**config.mk**
```make
export PLATFORM = sky130hd
export DESIGN_NAME = json_string_unescape_utf8
export DESIGN_NICKNAME = d
export VERILOG_FILES = /design/src/rtl/jsu_pkg.sv /design/src/rtl/jsu_decode.sv /design/src/rtl/jsu_outbuf.sv /design/src/rtl/json_string_unescape_utf8.sv
export VERILOG_INCLUDE_DIRS = /design/src /design/src/rtl
export SDC_FILE = /design/constraint.sdc
export NUM_CORES = 1
export LEC_CHECK = 0
export ABC_AREA = 0
export BUFFER_PORTS_ARGS = -buffer_cell sky130_fd_sc_hd__clkbuf_2
export CAP_MARGIN = 20
export CORE_ASPECT_RATIO = 1.4
export CORE_MARGIN = 2
export CORE_UTILIZATION = 55
export CTS_CLUSTER_DIAMETER = 40
export CTS_CLUSTER_SIZE = 25
export DETAILED_ROUTE_END_ITERATION = 7
export GPL_ROUTABILITY_DRIVEN = 0
export PLACE_DENSITY = 0.85
export SETUP_SLACK_MARGIN = 0.15
export SLEW_MARGIN = 20
export SYNTH_ARGS = -nofsm -noshare
export SYNTH_HDL_FRONTEND = slang
export SYNTH_SLANG_ARGS = --single-unit
```
**constraint.sdc**
```tcl
create_clock -name clk -period 8.9 [get_ports clk]
set_input_delay 1.335 -clock clk [delete_from_list [all_inputs] [get_ports clk]]
set_output_delay 1.335 -clock clk [all_outputs]
set_load 0.005 [all_outputs]
```
**src/rtl/json_string_unescape_utf8_defines.svh**
```systemverilog
// assertion macros for the json string decoder
`ifndef JSON_STRING_UNESCAPE_UTF8_DEFINES_SVH
`define JSON_STRING_UNESCAPE_UTF8_DEFINES_SVH

`ifndef NO_ASSERTIONS

`define JSU_ASSERT_IMP(lbl, ant, con, msg) \
  lbl: assert property (@(posedge clk) disable iff (!rst_n) (ant) |-> (con)) else $error(msg);

`define JSU_ASSERT_NEXT(lbl, ant, con, msg) \
  lbl: assert property (@(posedge clk) disable iff (!rst_n) (ant) |=> (con)) else $error(msg);

`else

`define JSU_ASSERT_IMP(lbl, ant, con, msg)

`define JSU_ASSERT_NEXT(lbl, ant, con, msg)

`endif

`endif

```
**src/rtl/jsu_pkg.sv**
```systemverilog
package jsu_pkg;

  typedef enum logic [2:0] {
    MODE_PLAIN  = 3'd0,
    MODE_ESC    = 3'd1,
    MODE_HEX1   = 3'd2,
    MODE_SUR_BS = 3'd3,
    MODE_SUR_U  = 3'd4,
    MODE_HEX2   = 3'd5
  } mode_t;

  typedef enum logic [2:0] {
    ST_BYTE    = 3'd0,
    ST_OK      = 3'd1,
    ST_NOQUOTE = 3'd2,
    ST_ESCAPE  = 3'd3,
    ST_HEX     = 3'd4,
    ST_SURR    = 3'd5,
    ST_CTRL    = 3'd6
  } status_t;

  typedef struct packed {
    logic [2:0]      cnt;
    logic [3:0][7:0] bytes;
    status_t         status;
  } res_t;

  localparam logic [15:0] HIGH_SUR_MIN = 16'hD800;
  localparam logic [15:0] HIGH_SUR_MAX = 16'hDBFF;
  localparam logic [15:0] LOW_SUR_MIN  = 16'hDC00;
  localparam logic [15:0] LOW_SUR_MAX  = 16'hDFFF;
  localparam logic [20:0] SUPP_BASE    = 21'h10000;
  localparam logic [20:0] ONE_BYTE_MAX = 21'h00007F;
  localparam logic [20:0] TWO_BYTE_MAX = 21'h0007FF;
  localparam logic [20:0] BMP_MAX      = 21'h00FFFF;
  localparam logic [7:0]  CTRL_LIMIT   = 8'h20;
  localparam logic [7:0]  CH_QUOTE     = 8'h22;
  localparam logic [7:0]  CH_BSLASH    = 8'h5C;
  localparam logic [7:0]  CH_U         = 8'h75;

  // bit 4 set means not a hex digit
  function automatic logic [4:0] hex_val(input logic [7:0] c);
    logic [4:0] v;
    v = 5'h10;
    if (c inside {[8'h30:8'h39]}) begin
      v = {1'b0, c[3:0]};
    end else if (c inside {[8'h41:8'h46], [8'h61:8'h66]}) begin
      v = {1'b0, c[3:0] + 4'd9};
    end
    return v;
  endfunction

  // bit 8 set means not a short escape
  function automatic logic [8:0] esc_byte(input logic [7:0] c);
    logic [8:0] v;
    case (c)
      8'h22:   v = 9'h022;
      8'h5C:   v = 9'h05C;
      8'h2F:   v = 9'h02F;
      8'h62:   v = 9'h008;
      8'h66:   v = 9'h00C;
      8'h6E:   v = 9'h00A;
      8'h72:   v = 9'h00D;
      8'h74:   v = 9'h009;
      default: v = 9'h100;
    endcase
    return v;
  endfunction

  function automatic res_t utf8_enc(input logic [20:0] cp);
    res_t r;
    r.cnt    = 3'd0;
    r.bytes  = '0;
    r.status = ST_BYTE;
    if (cp <= ONE_BYTE_MAX) begin
      r.cnt      = 3'd1;
      r.bytes[0] = cp[7:0];
    end else if (cp <= TWO_BYTE_MAX) begin
      r.cnt      = 3'd2;
      r.bytes[0] = {3'b110, cp[10:6]};
      r.bytes[1] = {2'b10, cp[5:0]};
    end else if (cp <= BMP_MAX) begin
      r.cnt      = 3'd3;
      r.bytes[0] = {4'b1110, cp[15:12]};
      r.bytes[1] = {2'b10, cp[11:6]};
      r.bytes[2] = {2'b10, cp[5:0]};
    end else begin
      r.cnt      = 3'd4;
      r.bytes[0] = {5'b11110, cp[20:18]};
      r.bytes[1] = {2'b10, cp[17:12]};
      r.bytes[2] = {2'b10, cp[11:6]};
      r.bytes[3] = {2'b10, cp[5:0]};
    end
    return r;
  endfunction

endpackage

```
**src/rtl/jsu_decode.sv**
```systemverilog
module jsu_decode
  import jsu_pkg::*;
(
  input  logic       clk,
  input  logic       rst_n,
  input  logic       fire,
  input  logic       opcode,
  input  logic [7:0] text_byte,
  output res_t       res
);

  mode_t       mode_r, mode_nxt;
  logic [1:0]  cnt_r, cnt_nxt;
  logic [11:0] acc_r, acc_nxt;
  logic [9:0]  hh_r, hh_nxt;
  logic        clr;

  logic [4:0]  dig;
  logic [8:0]  esc;
  logic [15:0] u;
  logic [20:0] cp_pair;
  logic        is_high, is_low;

  assign dig     = hex_val(text_byte);
  assign esc     = esc_byte(text_byte);
  assign u       = {acc_r, dig[3:0]};
  assign is_high = (u >= HIGH_SUR_MIN) && (u <= HIGH_SUR_MAX);
  assign is_low  = (u >= LOW_SUR_MIN) && (u <= LOW_SUR_MAX);
  assign cp_pair = {1'b0, hh_r, u[9:0]} + SUPP_BASE;

  // next state
  always_comb begin
    mode_nxt = mode_r;
    cnt_nxt  = cnt_r;
    acc_nxt  = acc_r;
    hh_nxt   = hh_r;
    clr      = 1'b0;
    if (opcode) begin
      clr = 1'b1;
    end else begin
      case (mode_r)
        MODE_ESC: begin
          if (text_byte == CH_U) begin
            mode_nxt = MODE_HEX1;
            cnt_nxt  = 2'd0;
            acc_nxt  = '0;
          end else if (!esc[8]) begin
            mode_nxt = MODE_PLAIN;
          end else begin
            clr = 1'b1;
          end
        end
        MODE_SUR_BS: begin
          if (text_byte == CH_BSLASH) begin
            mode_nxt = MODE_SUR_U;
          end else begin
            clr = 1'b1;
          end
        end
        MODE_SUR_U: begin
          if (text_byte == CH_U) begin
            mode_nxt = MODE_HEX2;
            cnt_nxt  = 2'd0;
            acc_nxt  = '0;
          end else begin
            clr = 1'b1;
          end
        end
        MODE_HEX1, MODE_HEX2: begin
          if (dig[4]) begin
            clr = 1'b1;
          end else if (cnt_r != 2'd3) begin
            acc_nxt = u[11:0];
            cnt_nxt = cnt_r + 2'd1;
          end else if (mode_r == MODE_HEX1) begin
            cnt_nxt = 2'd0;
            acc_nxt = '0;
            if (is_high) begin
              hh_nxt   = u[9:0];
              mode_nxt = MODE_SUR_BS;
            end else begin
              mode_nxt = MODE_PLAIN;
            end
          end else begin
            clr = 1'b1;
          end
        end
        default: begin
          mode_nxt = MODE_PLAIN;
          if (text_byte == CH_QUOTE) begin
            clr = 1'b1;
          end else if (text_byte == CH_BSLASH) begin
            mode_nxt = MODE_ESC;
          end else if (text_byte < CTRL_LIMIT) begin
            clr = 1'b1;
          end
        end
      endcase
    end
    if (clr) begin
      mode_nxt = MODE_PLAIN;
      cnt_nxt  = 2'd0;
      acc_nxt  = '0;
      hh_nxt   = '0;
    end
  end

  // results of this byte
  always_comb begin
    res.cnt    = 3'd0;
    res.bytes  = '0;
    res.status = ST_BYTE;
    if (opcode) begin
      res.cnt = 3'd1;
      case (mode_r)
        MODE_ESC:                res.status = ST_ESCAPE;
        MODE_HEX1, MODE_HEX2:    res.status = ST_HEX;
        MODE_SUR_BS, MODE_SUR_U: res.status = ST_SURR;
        default:                 res.status = ST_NOQUOTE;
      endcase
    end else begin
      case (mode_r)
        MODE_ESC: begin
          if (text_byte != CH_U) begin
            res.cnt = 3'd1;
            if (!esc[8]) begin
              res.bytes[0] = esc[7:0];
            end else begin
              res.status = ST_ESCAPE;
            end
          end
        end
        MODE_SUR_BS: begin
          if (text_byte != CH_BSLASH) begin
            res.cnt    = 3'd1;
            res.status = ST_SURR;
          end
        end
        MODE_SUR_U: begin
          if (text_byte != CH_U) begin
            res.cnt    = 3'd1;
            res.status = ST_SURR;
          end
        end
        MODE_HEX1, MODE_HEX2: begin
          if (dig[4]) begin
            res.cnt    = 3'd1;
            res.status = ST_HEX;
          end else if (cnt_r == 2'd3) begin
            if (mode_r == MODE_HEX1) begin
              if (!is_high) begin
                res = utf8_enc({5'd0, u});
              end
            end else if (is_low) begin
              res = utf8_enc(cp_pair);
            end else begin
              res.cnt    = 3'd1;
              res.status = ST_SURR;
            end
          end
        end
        default: begin
          if (text_byte == CH_QUOTE) begin
            res.cnt    = 3'd1;
            res.status = ST_OK;
          end else if (text_byte == CH_BSLASH) begin
            res.cnt = 3'd0;
          end else if (text_byte < CTRL_LIMIT) begin
            res.cnt    = 3'd1;
            res.status = ST_CTRL;
          end else begin
            res.cnt      = 3'd1;
            res.bytes[0] = text_byte;
          end
        end
      endcase
    end
  end

  always_ff @(posedge clk) begin
    if (!rst_n) begin
      mode_r <= MODE_PLAIN;
      cnt_r  <= 2'd0;
      acc_r  <= '0;
      hh_r   <= '0;
    end else if (fire) begin
      mode_r <= mode_nxt;
      cnt_r  <= cnt_nxt;
      acc_r  <= acc_nxt;
      hh_r   <= hh_nxt;
    end
  end

endmodule

```
**src/rtl/jsu_outbuf.sv**
```systemverilog
`include "json_string_unescape_utf8_defines.svh"

module jsu_outbuf
  import jsu_pkg::*;
(
  input  logic       clk,
  input  logic       rst_n,
  input  logic       load,
  input  res_t       res,
  output logic       ready,
  output logic       out_valid,
  input  logic       out_stall,
  output logic [7:0] out_byte,
  output logic [2:0] out_status,
  output logic       out_last
);

  logic [2:0]      rem_r, rem_nxt;
  logic [3:0][7:0] bytes_r, bytes_nxt;
  status_t         status_r, status_nxt;
  logic            take;

  assign out_valid  = (rem_r != 3'd0);
  assign take       = out_valid && !out_stall;
  assign ready      = (rem_r == 3'd0) || ((rem_r == 3'd1) && !out_stall);
  assign out_byte   = bytes_r[0];
  assign out_status = status_r;
  assign out_last   = (rem_r == 3'd1);

  always_comb begin
    rem_nxt    = rem_r;
    bytes_nxt  = bytes_r;
    status_nxt = status_r;
    if (load) begin
      rem_nxt    = res.cnt;
      bytes_nxt  = res.bytes;
      status_nxt = res.status;
    end else if (take) begin
      rem_nxt   = rem_r - 3'd1;
      bytes_nxt = {8'h00, bytes_r[3:1]};
    end
  end

  always_ff @(posedge clk) begin
    if (!rst_n) begin
      rem_r <= 3'd0;
    end else begin
      rem_r <= rem_nxt;
    end
  end

  always_ff @(posedge clk) begin
    bytes_r  <= bytes_nxt;
    status_r <= status_nxt;
  end

  `JSU_ASSERT_IMP(a_rem_range, 1'b1, rem_r <= 3'd4, "pending result count out of range")
  `JSU_ASSERT_IMP(a_load_drained, load, (rem_r == 3'd0) || (take && rem_r == 3'd1), "transaction overwrites pending results")
  `JSU_ASSERT_IMP(a_status_last, out_valid && (status_r != ST_BYTE), out_last, "end status not on the final result")
  `JSU_ASSERT_NEXT(a_drain_goes_on, take && (rem_r > 3'd1), out_valid, "results lost while draining")

endmodule

```
**src/rtl/json_string_unescape_utf8.sv**
```systemverilog
// the first result of an accepted byte is registered and offered in the cycle after acceptance
// throughput: one input byte per cycle while each byte gives at most one result and the output is not stalled
// a byte giving n results offers them on the output one result per cycle while the output is not stalled;
// input is stalled while more than one result is still pending, or while one is pending and the output is stalled
// synchronous active-low reset: plain text mode, counters cleared, no results pending
module json_string_unescape_utf8
  import jsu_pkg::*;
(
  input  logic       clk,
  input  logic       rst_n,
  input  logic       in_valid,
  output logic       in_stall,
  input  logic       in_opcode,
  input  logic [7:0] in_text_byte,
  output logic       out_valid,
  input  logic       out_stall,
  output logic [7:0] out_out_byte,
  output logic [2:0] out_status,
  output logic       out_last
);

  res_t res;
  logic ready;
  logic fire;

  assign in_stall = !ready;
  assign fire     = in_valid && ready;

  jsu_decode u_decode (
    .clk       (clk),
    .rst_n     (rst_n),
    .fire      (fire),
    .opcode    (in_opcode),
    .text_byte (in_text_byte),
    .res       (res)
  );

  jsu_outbuf u_outbuf (
    .clk        (clk),
    .rst_n      (rst_n),
    .load       (fire),
    .res        (res),
    .ready      (ready),
    .out_valid  (out_valid),
    .out_stall  (out_stall),
    .out_byte   (out_out_byte),
    .out_status (out_status),
    .out_last   (out_last)
  );

endmodule
```
# --- Yosys cells after proc, flatten, opt, wreduce, memory -nomap -nowiden ---
# Index checks and enable logic that the tools add are counted.
word_totals:
  register_bits: 65
  input_bits: 13
  out_inout_bits: 14
  wordCells: 200
op_classes:
  addsub: 4
  n_lt_le_gt_ge: 16
  eq_ne: 30
  mux: 115
  reduce_logical: 25
op_table:
  columns: ["operator", "n"]
  rows:
  - ["$mux 24", 19]
  - ["$mux 32", 5]
  - ["$mux 38", 3]
  - ["$mux 3", 26]
  - ["$mux 12", 6]
  - ["$pmux 9 s8", 1]
  - ["$mux 10", 7]
  - ["$eq 8x7->1 const B", 7]
  - ["$mux 8", 7]
  - ["$mux 16", 3]
  - ["$ge 16x16->1 const B", 2]
  - ["$le 16x16->1 const B", 2]
  - ["$pmux 12 s2", 1]
  - ["$pmux 3 s4", 2]
  - ["$pmux 8 s3", 1]
  - ["$mux 11", 2]
  - ["$mux 22", 1]
  - ["$add 20x17->21 const B", 1]
  - ["$le 21x11->1 const B", 1]
  - ["$le 21x16->1 const B", 1]
  - ["$le 21x7->1 const B", 1]
  - ["$mux 2", 9]
  - ["$pmux 3 s3", 2]
  - ["$eq 8x6->1 const B", 2]
  - ["other kinds (35)", 78]

# --- Logic depth before layout (Yosys ltp) ---
logic_depth:
  depth_word: 25
  ltp_mapped: 12
  ltp_nobuf: 10

# --- Cells and area by module ---
# From an unflattened synthesis, not the netlist that was laid out.
hier_totals:
  cells_unflattened: 570
  hier_area_um2: 5044.8
by_module_without_submodules:
  columns: ["mod", "n_inst", "cells_each", "area_each_um2"]
  rows:
  - ["jsu_decode", 1, 460, 3321.9]
  - ["jsu_outbuf", 1, 108, 1712.9]
  - ["json_string_unescape_utf8", 1, 2, 10.0]

# --- Worst setup path before layout ---
# OpenSTA, ideal clock, no wires.
synth_path:
  kind: "input to register"
  start: "in in_text_byte[6]"
  end: "reg u_outbuf.bytes_r, in the netlist u_outbuf.out_byte[6] (data pin)"
  setup_ps: 269
  t_arrival_ps: 4020
  required_ps: 8631
  slack_ps: 4611
  path_stages: 10
  path_buffers: 2
  path_cell_list: "buf_2 > and4bb_1 > or3b_2 > a2111oi_4 > and3_4 > mux2i_1 > clkbuf_1 > o21ai_0 > a222oi_1 > nor3_1"
synth_between:
  elab_chain_len: 16
  word_cells_on_any_way: 51
  cone_classes: "add/sub: 1; order compare: 15; eq/ne: 9; mux: 20; reduce/logical: 6"
synth_rtl:
  columns: ["element", "line_no", "rtl"]
  rows:
  - ["from (decl)", "json_string_unescape_utf8.sv:14", "input logic [7:0] in_text_byte,"]
  - ["$ge 8x7->1 or $le 8x7->1 (tied branches)", "jsu_pkg.sv:47", "end else if (c inside {[8'h41:8'h46], [8'h61:8'h66]}) begin"]
  - ["$logic_and 1x1->1", "jsu_pkg.sv:47", null]
  - ["$reduce_bool 2->1", "jsu_pkg.sv:47", null]
  - ["$mux 5", "jsu_pkg.sv:47", null]
  - ["$mux 5", "jsu_pkg.sv:45", "if (c inside {[8'h30:8'h39]}) begin"]
  - ["$add 20x17->21", "jsu_decode.sv:29", "assign cp_pair = {1'b0, hh_r, u[9:0]} + SUPP_BASE;"]
  - ["$le 21x11->1", "jsu_pkg.sv:78", "end else if (cp <= TWO_BYTE_MAX) begin"]
  - ["$mux 16", "jsu_pkg.sv:78", null]
  - ["$mux 8", "jsu_pkg.sv:75", "if (cp <= ONE_BYTE_MAX) begin"]
  - ["$mux 32", "jsu_decode.sv:154", "end else if (is_low) begin"]
  - ["$mux 38", "jsu_decode.sv:150", "if (mode_r == MODE_HEX1) begin"]
  - ["$mux 38", "jsu_decode.sv:149", "end else if (cnt_r == 2'd3) begin"]
  - ["$mux 32", "jsu_decode.sv:146", "if (dig[4]) begin"]
  - ["$pmux 8 s3 *", "jsu_decode.sv:122", "case (mode_r)"]
  - ["$mux 32 *", "jsu_decode.sv:113", "if (opcode) begin"]
  - ["$mux 32 *", "jsu_outbuf.sv:34", "if (load) begin"]
  - ["to (signal assigned)", "jsu_outbuf.sv:53", "bytes_r <= bytes_nxt;"]
  - ["to (decl)", "jsu_outbuf.sv:19", "logic [3:0][7:0] bytes_r, bytes_nxt;"]
# Mark *: on every way between the ends. The rest lies on a longest branch, timed or not.
# A chain may end at the register's enable or synchronous reset.

==> results.cfg <==
[status]
outcome = finished with violations
violations = design-rule violations

[power_and_ir_drop]
leakage_nw = 1.73
power.density_nw_per_um2 = 220
vdd_ir_drop_max_mv = 0.275

[setup_path]
cp-start-kind = primary input
critPathTopFamily = simple AND/OR/NAND/NOR gates
critPathArrivalTime_ps = 5440
slowest_delay_ps = 870
cp_data_required_time_ps = 9000
crit_buf_inv = 2
crit_type = primary input to register
end_kind = register
crit_slowest_cell = mux2i_1
crit_path_max_fanout = 14
path_cells = clkbuf_2 > inv_1 > ha_1 > or3b_2 > a211o_1 > a22oi_1 > and3_4 > mux2i_1 > or3_1 > a22oi_4 > a221o_1
timing.rr.end = u_outbuf.bytes_r[17]$_DFFE_PP_
reg2reg_slack_ps = 4930
r2r_cells = 9
reg2reg_from = u_decode.hh_r[6]$_SDFFE_PN0P_

[sta]
worst_slew_pin_slew_ps = 1140
finalCritPeriodShare_pct = 60.0
finalMaxSlewViolations = 0
maxSlewHeadroom_pct = 23.2
final_hold_viol_count = 0
fmaxAchievable_mhz = 187
rsz0062_at_grt = false
skew_ps = 7.95
min_period_ps = 5340
setup_viol = 0
finalSetupTns_ps = 0

[layout]
area_growth_syn_to_layout_pct = 8.27
diodes = 0
fill_cells = 700
stdcell_count = 647
final_nets = 563
final_layout_size_suffix_gt1_share_pct = 12.5

[yosys]
yosysMostFrequentCell = nand2_1
synth-async-reset-ratio_pct = 0
synth_warnings = 0
synth_edf_count = 32
yosysTopAreaCell = edfxtp_1
yosysSeqAreaShare_pct = 34.4
synth_common_cells = 56 x nand2_1, 39 x nor2_1, 33 x o21ai_0, 32 x edfxtp_1, 31 x a21oi_1
ys_ff_latch = 62
synth_fp_nets = 562
synth_flop_cell = edfxtp_1
synth_cell_types = 75
synth_area_per_cell_sq_um = 8.42
synth_top_area_share_pct = 21.2
synth_area_leaders = edfxtp_1 21%, dfxtp_1 13%, nand2_1 4.6%
synth.cell_area_sq_um = 4540
syn_inst = 539

[global_routing]
overflow = 0
grt_pass1_wl_mm = 22.8
track_usage_pct = 33.0
grt_max_degree = 39
grt_pass1_vias = 4375
grt_antenna_before_repair = 0

[hold_path]
hp-class = register to register
holdCritStartpoint = u_decode.hh_r[8]$_SDFFE_PN0P_
holdPathEnd = u_decode.hh_r[8]$_SDFFE_PN0P_
hold_depth = 2

[floorplanning]
fp.dieH_um = 111
ioPinCount = 27
initial_core_util_pct = 56.0
die_area_sq_um = 9000
rows = 39
die_w_um = 80.8
fp.coreArea_sq_um = 8100

[clocking]
htreeDepth = 3
cts_sinks = 62
cts_tree = built
clkLatencyLatePin_ps = 350
clockBufferDepth = 2
clk_pin_slew_ps = 50
cts_inserted_buffers = 9
hold_buffers = 0
cts_resized = 0
cts_root_buffer = clkbuf_16
cts_setup_buffers = 0

[route]
avgViaCountPerCell = 7.30
final_antenna_net_count = 0
drtIter0Drc = 948
firstDrtPassIters = 8
drc = 9
drt-total-wl_mm = 14.1
routedWlPerCell_um = 21.9
vias = 4725

[place]
port_buffers = 26
dp.cells = 631
dpl.hpwl_mm = 10.1

[job]
cap_violations = 0
-- worst min-delay path, stage by stage, from the launching register on --
cell	delay [ps]
dfxtp_1	330
nand2_1	50
o21ai_0	70
-- flip-flops by register name, summed over array words and instances (netlist names) --
| name | flops |
|---|---|
| u_decode.acc_r | 12 |
| u_decode.mode_r | 3 |
| u_decode.cnt_r | 2 |
| u_outbuf.out_status | 3 |
| u_outbuf.out_byte | 8 |
| u_decode.hh_r | 10 |
| u_outbuf.bytes_r | 21 |
| u_outbuf.rem_r | 3 |
-- cells by family after synthesis --
logic type                 after synthesis  synth area share, %
xor gates and xnor gates                 2                0.386
buffers and inverters                   57                 5.93
muxes                                    6                 1.65
DFF                                     62                 34.4
and+or+nand+nor                        231                 27.2
AOI/OAI and AO/OA                      171                 27.6
adders and majority gates               10                 2.76
-- cell type report --
| cell class | instances | area, sq um | area share (%) |
|---|---|---|---|
| sequential | 62 | 1560 | 31.8 |
| multi-input combinational | 420 | 2720 | 55.3 |
| inverter | 20 | 75.1 | 1.53 |
| tap | 102 | 128 | 2.60 |
| clock inverter | 6 | 42.5 | 0.866 |
| clock buffer | 10 | 250 | 5.09 |
| timing repair buffer | 27 | 138 | 2.80 |
-- per-layer routing --
layer,global-route usage [%],up-vias,share of wire [%]
met2,50.1,429,45
met3,8.91,127,11
met4,23.2,0,8.9
met5,2.35,-,0
li1,-,2054,-
met1,39.6,2115,35
-- worst max path at each step --
stage / from / end / slack, ps / cells past startpoint
global route: in_text_byte[1] / u_outbuf.bytes_r[20]$_DFFE_PP_ / 3300 / 11
detailed placement: in_text_byte[0] / u_outbuf.bytes_r[16]$_DFFE_PP_ / 3350 / 11
finish: in_text_byte[0] / u_outbuf.bytes_r[17]$_DFFE_PP_ / 3560 / 11
global placement: in_text_byte[0] / u_outbuf.bytes_r[21]$_DFFE_PP_ / 3500 / 11
floorplan: in_text_byte[6] / u_outbuf.out_byte[6]$_SDFFCE_PP0P_ / 4610 / 10
CTS: in_text_byte[0] / u_outbuf.bytes_r[17]$_DFFE_PP_ / 3680 / 11
-- through the flow --
| stage | power, mW | util, % | setup WS, ps | cell area, sq um | hold WS [ps] |
|---|---|---|---|---|---|
| after floorplan | 0.649 | - | 4610 | 4540 | 451 |
| after global placement | 0.719 | 57.0 | 3500 | 4620 | 465 |
| after detailed placement | 0.733 | 57.0 | 3350 | 4620 | 501 |
| after CTS | 1.07 | 60.6 | 3680 | 4910 | 508 |
| after global routing | 1.13 | 60.6 | 3300 | 4910 | 528 |
| final | 1.08 | 60.6 | 3560 | 4910 | 505 |
-- cells in the final DEF (no fill, tap or decap), types with 4 or more instances in the layout --
cell / n
inv_1: 20
nand3_1: 22
a31oi_1: 6
o211ai_1: 6
a21oi_1: 30
a21o_1: 4
nor3b_1: 6
and3_1: 7
o21ai_0: 32
a22oi_1: 9
o21a_1: 4
o22ai_1: 7
a22o_1: 9
nand4_1: 12
dfxtp_1: 30
a221o_1: 8
nor2b_1: 8
nand2_1: 56
nand2b_1: 10
ha_1: 10
nor2_1: 39
or3_1: 7
nor4_1: 5
o31ai_1: 4
and2_1: 10
clkbuf_16: 10
clkbuf_2: 26
edfxtp_1: 32
o31ai_2: 4
nor3_1: 24
o2bb2ai_1: 12
or3b_2: 5
-- power by group --
part	total (mW)	leakage [nW]	switching [mW]	internal, mW
combinational	0.295	1.02	0.188	0.106
sequential	0.444	0.571	0.0304	0.414
clock	0.344	0.140	0.139	0.205
Power figures use the tool's default switching activity.
